<file path="src/design/swms_pkg.sv">
// Package for the sliding-window mean and standard deviation core.
// Holds the window size, derived widths, state encodings and the interface structs.
// Depends on nothing; every other design file imports it.
package swms_pkg;

    localparam int WINDOW   = 10;
    localparam int SAMPLE_W = 12;
    localparam int MEAN_W   = 16;
    localparam int STD_W    = 15;

    localparam longint SAMPLE_MAX = 64'd4095;

    localparam int SLOT_W = (WINDOW > 1) ? $clog2(WINDOW) : 1;
    localparam int FILL_W = $clog2(WINDOW + 1);
    localparam int SUM_W  = $clog2(SAMPLE_MAX * WINDOW + 1);
    localparam int SQ_W   = $clog2(SAMPLE_MAX * SAMPLE_MAX * WINDOW + 1);
    localparam int SS_W   = 2 * SUM_W;
    // N*Q bounds N*Q - S*S from above.
    localparam int NQ_W   = $clog2(SAMPLE_MAX * SAMPLE_MAX * WINDOW * WINDOW + 1);
    localparam int DF_W   = (NQ_W > SS_W) ? NQ_W : SS_W;
    // Radicand is 256*(N*Q - S*S), rounded up to whole bit pairs.
    localparam int RAD_W  = ((NQ_W + 8 + 1) / 2) * 2;
    localparam int ROOT_W = RAD_W / 2;
    localparam int MDIV_W = SUM_W + 4;
    localparam int DIV_W  = (MDIV_W > ROOT_W) ? MDIV_W : ROOT_W;
    localparam int DR_W   = $clog2(WINDOW);
    localparam int CNT_W  = $clog2(ROOT_W);

    // Division by the window is a multiplication by a rounded-up reciprocal.
    // The rounding error stays below the window size, so the quotient is exact
    // for every dividend below 2**DIV_W.
    localparam int RECIP_SH = DIV_W + DR_W;
    localparam longint unsigned RECIP_M =
        ((64'd1 << RECIP_SH) + 64'(WINDOW) - 64'd1) / 64'(WINDOW);
    localparam int RCP_W  = DIV_W + 2;
    localparam int PROD_W = DIV_W + RCP_W;

    localparam int IN_TDATA_W  = ((SAMPLE_W + 7) / 8) * 8;
    localparam int OUT_TDATA_W = ((MEAN_W + STD_W + 7) / 8) * 8;

    typedef enum logic [1:0] {
        CORE_IDLE,
        CORE_UPDATE,
        CORE_CALC
    } core_state_t;

    typedef enum logic [2:0] {
        STAT_IDLE,
        STAT_MUL,
        STAT_DIFF,
        STAT_ROOT,
        STAT_SDIV,
        STAT_DONE
    } stat_state_t;

    typedef struct packed {
        logic             valid;
        logic             ack;
        logic [SUM_W-1:0] sum;
        logic [SQ_W-1:0]  sqsum;
    } stat_req_t;

    typedef struct packed {
        logic              valid;
        logic [MEAN_W-1:0] mean;
        logic [STD_W-1:0]  stddev;
    } stat_rsp_t;

endpackage

</file>
<file path="src/design/swms_stats.sv">
// Statistics engine: turns the running sum and sum of squares into mean and deviation.
// Uses a bit-pair square root iteration and a reciprocal multiplication by the window size.
// Depends on swms_pkg.
module swms_stats
    import swms_pkg::*;
(
    input  logic      clk,
    input  logic      rst_n,
    input  stat_req_t req,
    output stat_rsp_t rsp
);

    stat_state_t state_reg, state_next;

    logic [SUM_W-1:0]  sum_reg;
    logic [SQ_W-1:0]   sq_reg;
    logic [SS_W-1:0]   ss_reg;
    logic [NQ_W-1:0]   nq_reg;
    logic [RAD_W-1:0]  rad_reg;
    logic [ROOT_W+1:0] rem_reg;
    logic [ROOT_W-1:0] root_reg;
    logic [MEAN_W-1:0] mean_reg;
    logic [STD_W-1:0]  std_reg;
    logic [CNT_W-1:0]  cnt_reg;

    logic [DF_W-1:0]   diff;
    logic [ROOT_W+3:0] sq_cur;
    logic [ROOT_W+3:0] sq_trial;
    logic              sq_ge;
    logic [PROD_W-1:0] mean_prod;
    logic [PROD_W-1:0] std_prod;
    logic              cnt_last;

    assign diff      = DF_W'(nq_reg) - DF_W'(ss_reg);
    assign sq_cur    = {rem_reg, rad_reg[RAD_W-1 -: 2]};
    assign sq_trial  = {2'b00, root_reg, 2'b01};
    assign sq_ge     = (sq_cur >= sq_trial);
    assign mean_prod = PROD_W'({sum_reg, 4'h0}) * PROD_W'(RECIP_M);
    assign std_prod  = PROD_W'(root_reg) * PROD_W'(RECIP_M);
    assign cnt_last  = (cnt_reg == CNT_W'(ROOT_W - 1));

    always_ff @(posedge clk or negedge rst_n)
    begin
        if (!rst_n)
        begin
            state_reg <= STAT_IDLE;
        end
        else
        begin
            state_reg <= state_next;
        end
    end

    always_comb
    begin
        state_next = state_reg;
        rsp.valid  = 1'b0;
        rsp.mean   = mean_reg;
        rsp.stddev = std_reg;
        unique case (state_reg)
            STAT_IDLE:  if (req.valid) state_next = STAT_MUL;
            STAT_MUL:   state_next = STAT_DIFF;
            STAT_DIFF:  state_next = STAT_ROOT;
            STAT_ROOT:  if (cnt_last) state_next = STAT_SDIV;
            STAT_SDIV:  state_next = STAT_DONE;
            STAT_DONE:
            begin
                rsp.valid = 1'b1;
                if (req.ack) state_next = STAT_IDLE;
            end
            default:    state_next = STAT_IDLE;
        endcase
    end

    always_ff @(posedge clk)
    begin
        case (state_reg)
            STAT_IDLE:
            begin
                sum_reg <= req.sum;
                sq_reg  <= req.sqsum;
            end
            STAT_MUL:
            begin
                ss_reg <= SS_W'(sum_reg) * SS_W'(sum_reg);
                nq_reg <= NQ_W'(sq_reg) * NQ_W'(WINDOW);
            end
            STAT_DIFF:
            begin
                // The difference is never negative and always fits N*Q's width.
                rad_reg  <= RAD_W'({diff[NQ_W-1:0], 8'h00});
                rem_reg  <= '0;
                root_reg <= '0;
                cnt_reg  <= '0;
                mean_reg <= mean_prod[RECIP_SH +: MEAN_W];
            end
            STAT_ROOT:
            begin
                rad_reg  <= {rad_reg[RAD_W-3:0], 2'b00};
                rem_reg  <= sq_ge ? (ROOT_W+2)'(sq_cur - sq_trial) : (ROOT_W+2)'(sq_cur);
                root_reg <= {root_reg[ROOT_W-2:0], sq_ge};
                cnt_reg  <= cnt_reg + CNT_W'(1);
            end
            STAT_SDIV:
            begin
                std_reg <= std_prod[RECIP_SH +: STD_W];
            end
            default:
            begin
            end
        endcase
    end

    // The root remainder never exceeds twice the partial root.
    a_root_rem: assert property (@(posedge clk) disable iff (!rst_n)
        (state_reg == STAT_ROOT) |=> (rem_reg <= (ROOT_W+2)'({root_reg, 1'b0})))
        else $error("square root remainder out of range");

    // The square root runs for exactly one step per root bit.
    a_root_count: assert property (@(posedge clk) disable iff (!rst_n)
        (state_reg == STAT_ROOT) |-> ({1'b0, cnt_reg} < (CNT_W+1)'(ROOT_W)))
        else $error("square root step count out of range");

    // The mean never exceeds sixteen times the largest sample.
    a_mean_bound: assert property (@(posedge clk) disable iff (!rst_n)
        (state_reg == STAT_DONE) |-> (mean_reg <= MEAN_W'(16 * SAMPLE_MAX)))
        else $error("mean out of range");

    // A new request never arrives while a computation is in flight.
    a_no_overlap: assert property (@(posedge clk) disable iff (!rst_n)
        req.valid |-> (state_reg == STAT_IDLE))
        else $error("statistics request while busy");

endmodule

</file>
<file path="src/design/sliding_window_mean_stddev_core.sv">
// Top level of the sliding-window mean and standard deviation core.
// Holds the sample ring memory, the running totals and the output register.
// Depends on swms_pkg and swms_stats.
//
// Usage: each input beat on the s_ channel carries one 12-bit sample in
// s_tdata. Every sample yields exactly one output beat on the m_ channel,
// carrying the window mean times 16 and the population standard deviation
// times 16 in m_tdata, and a flag in m_tuser that is high once the window
// holds WINDOW samples. Before that the values are still produced, with the
// empty slots counted as zero.
// A sample is taken only when the core is idle. On the accepting edge the
// ring memory returns the oldest sample; the next cycle updates the totals
// and starts the statistics engine, which forms the products, then the
// difference and the mean, then the square root, one root bit per step,
// and finally divides the root by the window. The result is then offered
// on m_tvalid, and the core takes no new sample until that result has
// entered the output register.
// Reset clears the fill count, the write slot and both totals, so the window
// starts empty; the ring contents need no clearing. When the receiver stalls,
// the result waits in the output register and the core still accepts one
// more sample; that sample's result then waits in the engine until the
// output register is free.
module sliding_window_mean_stddev_core
    import swms_pkg::*;
(
    input  logic                   clk,
    input  logic                   rst_n,
    input  logic                   s_tvalid,
    output logic                   s_tready,
    input  logic [IN_TDATA_W-1:0]  s_tdata,   // [11:0] sample, rest zero
    output logic                   m_tvalid,
    input  logic                   m_tready,
    output logic [OUT_TDATA_W-1:0] m_tdata,   // [15:0] mean_x16, [30:16] std_x16, rest zero
    output logic                   m_tuser    // [0] window_full
);

    core_state_t state_reg, state_next;

    logic [SAMPLE_W-1:0]   ring_mem [WINDOW];
    logic [SAMPLE_W-1:0]   ring_q;

    logic [SLOT_W-1:0]     slot_reg, slot_next;
    logic [FILL_W-1:0]     fill_reg, fill_next;
    logic [SUM_W-1:0]      sum_reg, sum_next;
    logic [SQ_W-1:0]       sq_reg, sq_next;
    logic [SAMPLE_W-1:0]   sample_reg;
    logic [2*SAMPLE_W-1:0] xsq_reg;

    logic                  out_valid_reg;
    logic [MEAN_W-1:0]     out_mean_reg;
    logic [STD_W-1:0]      out_std_reg;
    logic                  out_full_reg;

    logic                  in_beat;
    logic                  window_full;
    logic [SAMPLE_W-1:0]   old_sample;
    logic [2*SAMPLE_W-1:0] old_sq;
    logic                  out_free;
    logic                  out_load;

    stat_req_t sreq;
    stat_rsp_t srsp;

    assign s_tready    = (state_reg == CORE_IDLE);
    assign in_beat     = s_tvalid && s_tready;
    assign window_full = (fill_reg == FILL_W'(WINDOW));
    // The oldest sample leaves the totals only once the window is full.
    assign old_sample  = window_full ? ring_q : '0;
    assign old_sq      = (2*SAMPLE_W)'(old_sample) * (2*SAMPLE_W)'(old_sample);
    assign out_free    = !out_valid_reg || m_tready;
    assign out_load    = (state_reg == CORE_CALC) && srsp.valid && out_free;

    assign sum_next  = sum_reg - SUM_W'(old_sample) + SUM_W'(sample_reg);
    assign sq_next   = sq_reg - SQ_W'(old_sq) + SQ_W'(xsq_reg);
    assign slot_next = (slot_reg == SLOT_W'(WINDOW - 1)) ? '0 : slot_reg + SLOT_W'(1);
    assign fill_next = window_full ? fill_reg : fill_reg + FILL_W'(1);

    assign sreq.valid = (state_reg == CORE_UPDATE);
    assign sreq.ack   = out_load;
    assign sreq.sum   = sum_next;
    assign sreq.sqsum = sq_next;

    swms_stats u_stats (
        .clk   (clk),
        .rst_n (rst_n),
        .req   (sreq),
        .rsp   (srsp)
    );

    // Ring memory: the read on the accepting edge returns the oldest sample,
    // and the new sample is written into the same slot in the update state that follows.
    always_ff @(posedge clk)
    begin
        if (in_beat)
        begin
            ring_q <= ring_mem[slot_reg];
        end
        if (state_reg == CORE_UPDATE)
        begin
            ring_mem[slot_reg] <= sample_reg;
        end
    end

    always_ff @(posedge clk)
    begin
        if (in_beat)
        begin
            sample_reg <= s_tdata[SAMPLE_W-1:0];
            xsq_reg    <= (2*SAMPLE_W)'(s_tdata[SAMPLE_W-1:0])
                          * (2*SAMPLE_W)'(s_tdata[SAMPLE_W-1:0]);
        end
        if (out_load)
        begin
            out_mean_reg <= srsp.mean;
            out_std_reg  <= srsp.stddev;
            out_full_reg <= window_full;
        end
    end

    always_ff @(posedge clk or negedge rst_n)
    begin
        if (!rst_n)
        begin
            state_reg     <= CORE_IDLE;
            slot_reg      <= '0;
            fill_reg      <= '0;
            sum_reg       <= '0;
            sq_reg        <= '0;
            out_valid_reg <= 1'b0;
        end
        else
        begin
            state_reg <= state_next;
            if (state_reg == CORE_UPDATE)
            begin
                slot_reg <= slot_next;
                fill_reg <= fill_next;
                sum_reg  <= sum_next;
                sq_reg   <= sq_next;
            end
            if (out_load)
            begin
                out_valid_reg <= 1'b1;
            end
            else if (m_tready)
            begin
                out_valid_reg <= 1'b0;
            end
        end
    end

    always_comb
    begin
        state_next = state_reg;
        unique case (state_reg)
            CORE_IDLE:   if (in_beat) state_next = CORE_UPDATE;
            CORE_UPDATE: state_next = CORE_CALC;
            CORE_CALC:   if (out_load) state_next = CORE_IDLE;
            default:     state_next = CORE_IDLE;
        endcase
    end

    assign m_tvalid = out_valid_reg;
    assign m_tdata  = OUT_TDATA_W'({out_std_reg, out_mean_reg});
    assign m_tuser  = out_full_reg;

    // The fill count saturates at the window size and the slot stays in range.
    a_fill_range: assert property (@(posedge clk) disable iff (!rst_n)
        (fill_reg <= FILL_W'(WINDOW)) && (slot_reg <= SLOT_W'(WINDOW - 1)))
        else $error("fill count or write slot out of range");

    // Until the window fills, the write slot equals the number of samples held.
    a_fill_slot: assert property (@(posedge clk) disable iff (!rst_n)
        !window_full |-> (FILL_W'(slot_reg) == fill_reg))
        else $error("write slot and fill count disagree");

    // The running sum never exceeds a full window of largest samples.
    a_sum_bound: assert property (@(posedge clk) disable iff (!rst_n)
        (state_reg == CORE_UPDATE) |=> (sum_reg <= SUM_W'(SAMPLE_MAX * WINDOW)))
        else $error("running sum out of range");

    // Handing a result to the output register returns the core to idle and makes the output valid.
    a_load_after_calc: assert property (@(posedge clk) disable iff (!rst_n)
        out_load |=> (state_reg == CORE_IDLE) && out_valid_reg)
        else $error("result load did not complete");

endmodule
</file>
<file path="config.mk">
export PLATFORM = sky130hd
export DESIGN_NAME = sliding_window_mean_stddev_core
export DESIGN_NICKNAME = d
export VERILOG_FILES = /design/src/design/swms_pkg.sv /design/src/design/swms_stats.sv /design/src/design/sliding_window_mean_stddev_core.sv
export SDC_FILE = /design/constraint.sdc
export NUM_CORES = 2
export LEC_CHECK = 0
export ABC_CLOCK_PERIOD_IN_PS = 7100
export BUFFER_PORTS_ARGS = -buffer_cell sky130_fd_sc_hd__buf_4
export CAP_MARGIN = 20
export CELL_PAD_IN_SITES_DETAIL_PLACEMENT = 0
export CELL_PAD_IN_SITES_GLOBAL_PLACEMENT = 1
export CORE_MARGIN = 5
export CORE_UTILIZATION = 48
export DETAILED_ROUTE_END_ITERATION = 10
export HOLD_SLACK_MARGIN = 0.15
export PLACE_DENSITY_LB_ADDON = 0.1
export SYNTH_ARGS = -nofsm -noshare
export SYNTH_HDL_FRONTEND = slang
export SYNTH_SLANG_ARGS = --single-unit
</file>
<file path="constraint.sdc">
create_clock -name clk -period 7.1 [get_ports clk]
set_clock_uncertainty 0.05 [all_clocks]
set_input_delay 0.71 -clock clk [delete_from_list [all_inputs] [get_ports clk]]
set_output_delay 0.71 -clock clk [all_outputs]
set_load 0.01 [all_outputs]
</file>
=== Yosys cells after proc, flatten, opt, wreduce, memory -nomap -nowiden ===
Memories as Yosys holds them, arrays and structs flattened. A register that Yosys moved wholly into a read port is not among the register bits.
Index checks and enable logic that the tools add are counted.

* Memory bits (writable): 120
* Register bits: 349
* Output and inout port bits: 35
* Memories kept: 1
* Input bits: 20

{| class="wikitable"
|+ Memories
! memory !! words !! bits a word !! rd ports !! clocked after memory_dff !! write ports !! line !! source
|-
| ring_mem || 10 || 12 || 1 || 1 || 1 || sliding_window_mean_stddev_core.sv:39 || <nowiki>logic [SAMPLE_W-1:0] ring_mem [WINDOW];</nowiki>
|}

* Bitwise operators: 1
* Equality and inequality tests: 15
* Reductions and logical operators: 12
* Multiply operators: 6
* Magnitude comparators: 1
* Add/sub/neg operators: 9
* Muxes and demuxes: 19

{| class="wikitable"
|+ Operators by type and width
! cell !! count
|-
| one-hot mux 40 bit (2 select lines) || 1
|-
| multiplier 12 x 12 -> 24 bit || 2
|-
| one-hot mux 22 bit (2 select lines) || 1
|-
| one-hot mux 20 bit (2 select lines) || 1
|-
| multiplier 20 x 20 -> 38 bit, second input constant || 1
|-
| multiplier 16 x 20 -> 35 bit, second input constant || 1
|-
| multiplier 16 x 16 -> 31 bit || 1
|-
| subtractor 31 bit || 1
|-
| multiplier 28 x 3 -> 30 bit, second input constant || 1
|-
| adder 28 x 24 -> 28 bit || 1
|-
| subtractor 28 x 24 -> 28 bit || 1
|-
| >= comparator 24 x 22 -> 1 bit || 1
|-
| 2-to-1 mux 22 bit || 1
|-
| subtractor 22 bit || 1
|-
| one-hot mux 3 bit (6 select lines) || 1
|-
| adder 16 x 12 -> 16 bit || 1
|-
| subtractor 16 x 12 -> 16 bit || 1
|-
| 2-to-1 mux 12 bit || 1
|-
| one-hot mux 5 bit (2 select lines) || 1
|-
| 2-to-1 mux 3 bit || 3
|-
| adder 4 x 1 -> 4 bit, second input constant || 2
|-
| == test 4 bit, second input constant || 2
|-
| == test 3 x 2 -> 1 bit, second input constant || 2
|-
| == test 3 bit, second input constant || 2
|-
| other kinds (20) || 32
|}

=== Depth between registers and ports, before layout ===
* Depth in word-level cells: 6
* Gate-level depth with buffers: 31

=== Modules after synthesis ===
From an unflattened synthesis, not the netlist that was laid out.

* Cell total of the unflattened synthesis: 4692
* Area total of the unflattened synthesis: 49955.4 um2

{| class="wikitable"
|+ Modules (own cells, without submodules)
! module !! instances !! cells each !! area each (um2) !! sequential area each (um2)
|-
| swms_stats || 1 || 2860 || 29642.2 || 6501.2
|-
| sliding_window_mean_stddev_core || 1 || 1832 || 20313.2 || 7322.0
|}

=== Least setup slack after synthesis ===
No wires, ideal clock.

* Path kind: register -> register
* Start: register fill_reg[0]
* End: register sq_reg[21]
* Setup slack: 326 ps
* Arrival: 6600 ps
* Required time: 6925 ps
* Library setup time: 125 ps
* Stages on the path, launching flop included: 28
* Cells stage by stage: dfrtp_1 > inv_1 > ha_1 > nand2_1 > nor2_1 > clkbuf_1 > and2_1 > clkbuf_1 > nand2_1 > fa_1 > inv_1 > fa_1 > inv_1 > fa_1 > fa_1 > fa_1 > fa_1 > ha_1 > and2_1 > nand3_1 > nor2_1 > a22o_1 > or3_1 > a21oi_1 > o21a_1 > o21a_1 > xnor2_1 > mux2_2

* Cells in the longest elaborated chain, start to end: 5

{| class="wikitable"
|+ Ends and longest elaborated chain
! what !! line !! source
|-
| start, declared || sliding_window_mean_stddev_core.sv:43 || <nowiki>logic [FILL_W-1:0] fill_reg, fill_next;</nowiki>
|-
| start signal, assigned || sliding_window_mean_stddev_core.sv:137 || <nowiki>fill_reg <= fill_next;</nowiki>
|-
| == test 4 bit || sliding_window_mean_stddev_core.sv:66 || <nowiki>assign window_full = (fill_reg == FILL_W'(WINDOW));</nowiki>
|-
| 2-to-1 mux 12 bit || sliding_window_mean_stddev_core.sv:68 || <nowiki>assign old_sample = window_full ? ring_q : '0;</nowiki>
|-
| multiplier 12 x 12 -> 24 bit || sliding_window_mean_stddev_core.sv:69 || <nowiki>assign old_sq = (2*SAMPLE_W)'(old_sample) * (2*SAMPLE_W)'(old_sample);</nowiki>
|-
| subtractor 28 x 24 -> 28 bit || sliding_window_mean_stddev_core.sv:74 || <nowiki>assign sq_next = sq_reg - SQ_W'(old_sq) + SQ_W'(xsq_reg);</nowiki>
|-
| adder 28 x 24 -> 28 bit || sliding_window_mean_stddev_core.sv:74 ||
|-
| via sq_next[21] || sliding_window_mean_stddev_core.sv:45 || <nowiki>logic [SQ_W-1:0] sq_reg, sq_next;</nowiki>
|-
| end signal, assigned || sliding_window_mean_stddev_core.sv:139 || <nowiki>sq_reg <= sq_next;</nowiki>
|-
| end, declared || sliding_window_mean_stddev_core.sv:45 ||
|}

The timed path passes the listed nets, and every way through them passes these cells.
A chain may end at the register's enable or synchronous reset.

=== Worst setup path after layout ===
* Start: register u_stats.root_reg[4]
* End: register u_stats.std_reg[13] (data pin)

* Cells in the longest elaborated chain, start to end: 1

{| class="wikitable"
|+ Ends and longest elaborated chain
! what !! line !! source
|-
| start, declared || swms_stats.sv:21 || <nowiki>logic [ROOT_W-1:0] root_reg;</nowiki>
|-
| start signal, assigned || swms_stats.sv:101 || <nowiki>root_reg <= {root_reg[ROOT_W-2:0], sq_ge};</nowiki>
|-
| multiplier 20 x 20 -> 38 bit || swms_stats.sv:39 || <nowiki>assign std_prod = PROD_W'(root_reg) * PROD_W'(RECIP_M);</nowiki>
|-
| via u_stats.std_prod[37] || swms_stats.sv:31 || <nowiki>logic [PROD_W-1:0] std_prod;</nowiki>
|-
| end signal, assigned || swms_stats.sv:106 || <nowiki>std_reg <= std_prod[RECIP_SH +: STD_W];</nowiki>
|-
| end, declared || swms_stats.sv:23 || <nowiki>logic [STD_W-1:0] std_reg;</nowiki>
|}

The timed path passes the listed nets, and every way through them passes these cells.

==> reports/summary.txt <==
layout cell share with drive strength beyond 1 -> 6.97%
most frequent cells after synthesis -> inv_1 (1016), ha_1 (666), fa_1 (595), edfxtp_1 (412), nand2_1 (271)
Period Utilization, post-route -> 95.9%
initial DRC count -> 1498
first-pass GRT wire length -> 181000 um
Worst Hold Class -> in -> reg
ys flop type -> edfxtp_1
Slew HR -> 23.0%
Crit Reg-Reg Startpoint -> u_stats.root_reg[4]
Skew-Pair Late Insertion Delay -> 640 ps
setup slack, reg-to-reg -> 290 ps
DRT Wirelength -> 110000 um
CP arrival -> 7130 ps
most used cell, CP -> fa_1
Pre-antenna DRT Iters -> 7
Max clock buf depth -> 3
CP required -> 7420 ps
Reg-to-Reg End -> u_stats.std_reg[13]
synthesized area -> 0.0490 mm^2
synth warn -> 0
register area share after synthesis -> 28.2%
Synth area leaders -> edfxtp_1 (25%), fa_1 (24%), ha_1 (17%), inv_1 (7.8%), dfrtp_1 (3.0%)
post-synth cell types -> 77
die area -> 0.108 mm^2
row count -> 117
Root Buffer Master -> clkbuf_16
startpoint type of the worst setup path -> register
port bufs -> 49
Period minus WS final -> 6810 ps
vias post-DR -> 30955
Core Region -> 0.102 mm^2
I/O pins -> 55
Via density -> 5.06
Post-DP HPWL -> 91100 um
vias in the first global route -> 33234
TritonCTS clock tree -> done
Worst path top cell family by delay -> adder cells
Syn Inst Count -> 4583
Reg2Reg Depth -> 21
Slowest-stage cell, CP -> edfxtp_1
HP Start -> m_tready
Fmax -> 147 MHz
WHS Path Cells -> 2
Critical Path Max Stage Delay -> 560 ps
RSZ-0062 raised after global routing -> no
gpl congestion -> 0.882
Max-Cap Viols -> 0
Setup crit end kind -> register
most common cell in the netlist -> inv_1
initial antenna violation count -> 1
EDFF count, synth -> 412
Die Wd -> 329 um
CP Cell Sequence -> ha_1, buf_4, ha_1, inv_1, fa_1, fa_1, fa_1, inv_1, fa_1, fa_1, ha_1, a21oi_1, nor2_1, or3_1, a221oi_4, a211oi_2, a41oi_2, o21ai_2, o21a_1, nor2_1, xnor2_1
Area Overhead vs Synth -> 9.09%
Worst-Margin Slew -> 1150 ps
routed len/inst -> 18.1 um
Syn Nets -> 5864
number of CTS-inserted buffers -> 53
GRT overflow -> 0
CTS HTree Levels -> 2
setup violators final -> 0
Worst Path Buf+Inv -> 3
setup TNS -> 0 ps
Max Slew Vio Count -> 0
syn_area_per_cell -> 10.7 um^2
largest net degree at the start of global routing -> 76
drt drc -> 0
Synth area leader -> edfxtp_1
Die H -> 329 um
Hold Fails Final Rpt -> 0
Largest register FFs -> 120
Sink Count -> 470
Initial Util -> 48.2%
diode count -> 0
status -> complete, no violations
Async S/R FF share, synth -> 12.3%
Yosys reg bits -> 470
clock transition at the registers of the reported paths -> 70 ps
WS Path Type -> reg -> reg
Post-DRT Antenna Nets -> 0
crit-path max FO -> 6
top-area cell type share of the netlist area -> 25.3%
# nets final -> 5986
Worst Hold End -> m_tvalid
GRT Total Usage -> 21.1%
==> what timing repair did <==
item                                   4_1_cts  5_1_grt
gates resized for setup                      0       15
endpoints found under the hold margin        1        0
setup endpoints to repair                    0       21
setup buffers                                0        2
hold buffers                                 1        0
==> logic make-up (layout without fill, tap and decap cells) <==
| logic type | after synthesis | count (layout) | synth area share, % |
|---|---|---|---|
| AND/OR/NAND/NOR | 860 | 860 | 8.33 |
| other | 1 | 1 | 0.00766 |
| AO/OA/AOI/OAI | 609 | 609 | 7.94 |
| multiplexers | 52 | 52 | 1.71 |
| buffers and inverters | 1116 | 1282 | 8.59 |
| flip-flops | 470 | 470 | 28.2 |
| adder cells (fa/ha/maj) | 1261 | 1261 | 41.4 |
| XOR/XNOR | 214 | 214 | 3.83 |
==> layout by cell type (no fill, tap or decap), drive strengths merged, types with 24 or more instances in the layout <==
master,netlist,final
o21ai,127,127
nand2b,41,41
buf,10,164
inv,1016,1017
fa,595,595
o21a,37,37
mux4,24,24
and2,97,97
a211oi,28,28
nor3,35,35
and3,44,44
dfrtp,58,58
ha,666,666
edfxtp,412,412
nand2,271,271
o21bai,27,27
nor2b,46,46
xor2,68,68
xnor2,146,146
a21o,81,81
nor2,224,224
nand3,39,39
clkbuf,88,68
a21oi,204,204
==> stage by stage <==
stage / util [%] / std cells / hold WS (ps) / instance area [um^2] / setup WS, ps
6_report: 52.6 / 6117 / 211 / 53400 / 293
5_1_grt: 52.6 / 6117 / 205 / 53400 / 4.88
4_1_cts: 52.5 / 6114 / 167 / 53300 / 147
3_5_place_dp: 50.8 / 6014 / 355 / 51600 / 171
3_3_place_gp: 50.8 / 6014 / 351 / 51600 / 180
2_1_floorplan: - / 4583 / 350 / 49000 / 326
==> layout make-up <==
| class | instances | area [um^2] |
|---|---|---|
| tap | 1368 | 1710 |
| clock buffer | 68 | 1400 |
| multi-input combinational | 2997 | 31000 |
| timing repair buffer | 165 | 1270 |
| clock inverter | 31 | 337 |
| sequential | 470 | 13800 |
| inverter | 1018 | 3820 |
| fill | 9334 | 48200 |
==> how the worst max path moves through the flow <==
stage | startpoint | end | slack, ps | cells past startpoint
2_1_floorplan | fill_reg[0] | sq_reg[21] | 330 | 27
3_3_place_gp | fill_reg[0] | sq_reg[26] | 180 | 26
3_5_place_dp | fill_reg[0] | sq_reg[27] | 170 | 26
4_1_cts | fill_reg[0] | sq_reg[27] | 150 | 26
5_1_grt | fill_reg[0] | sq_reg[21] | 5 | 28
6_report | u_stats.root_reg[4] | u_stats.std_reg[13] | 290 | 21
==> layer usage <==
layer / part of all wire, % / GRT usage (%) / vias up
met2: 49 / 36.7 / 356
met5: 0 / 0 / -
met3: 3.3 / 2.30 / 103
met4: 1.9 / 4.08 / 0
met1: 46 / 29.1 / 15310
li1: - / - / 15186
Power is left out: the tool's default activity adds up to more than one toggle a clock period on the data nets, which glitch-free logic cannot reach.
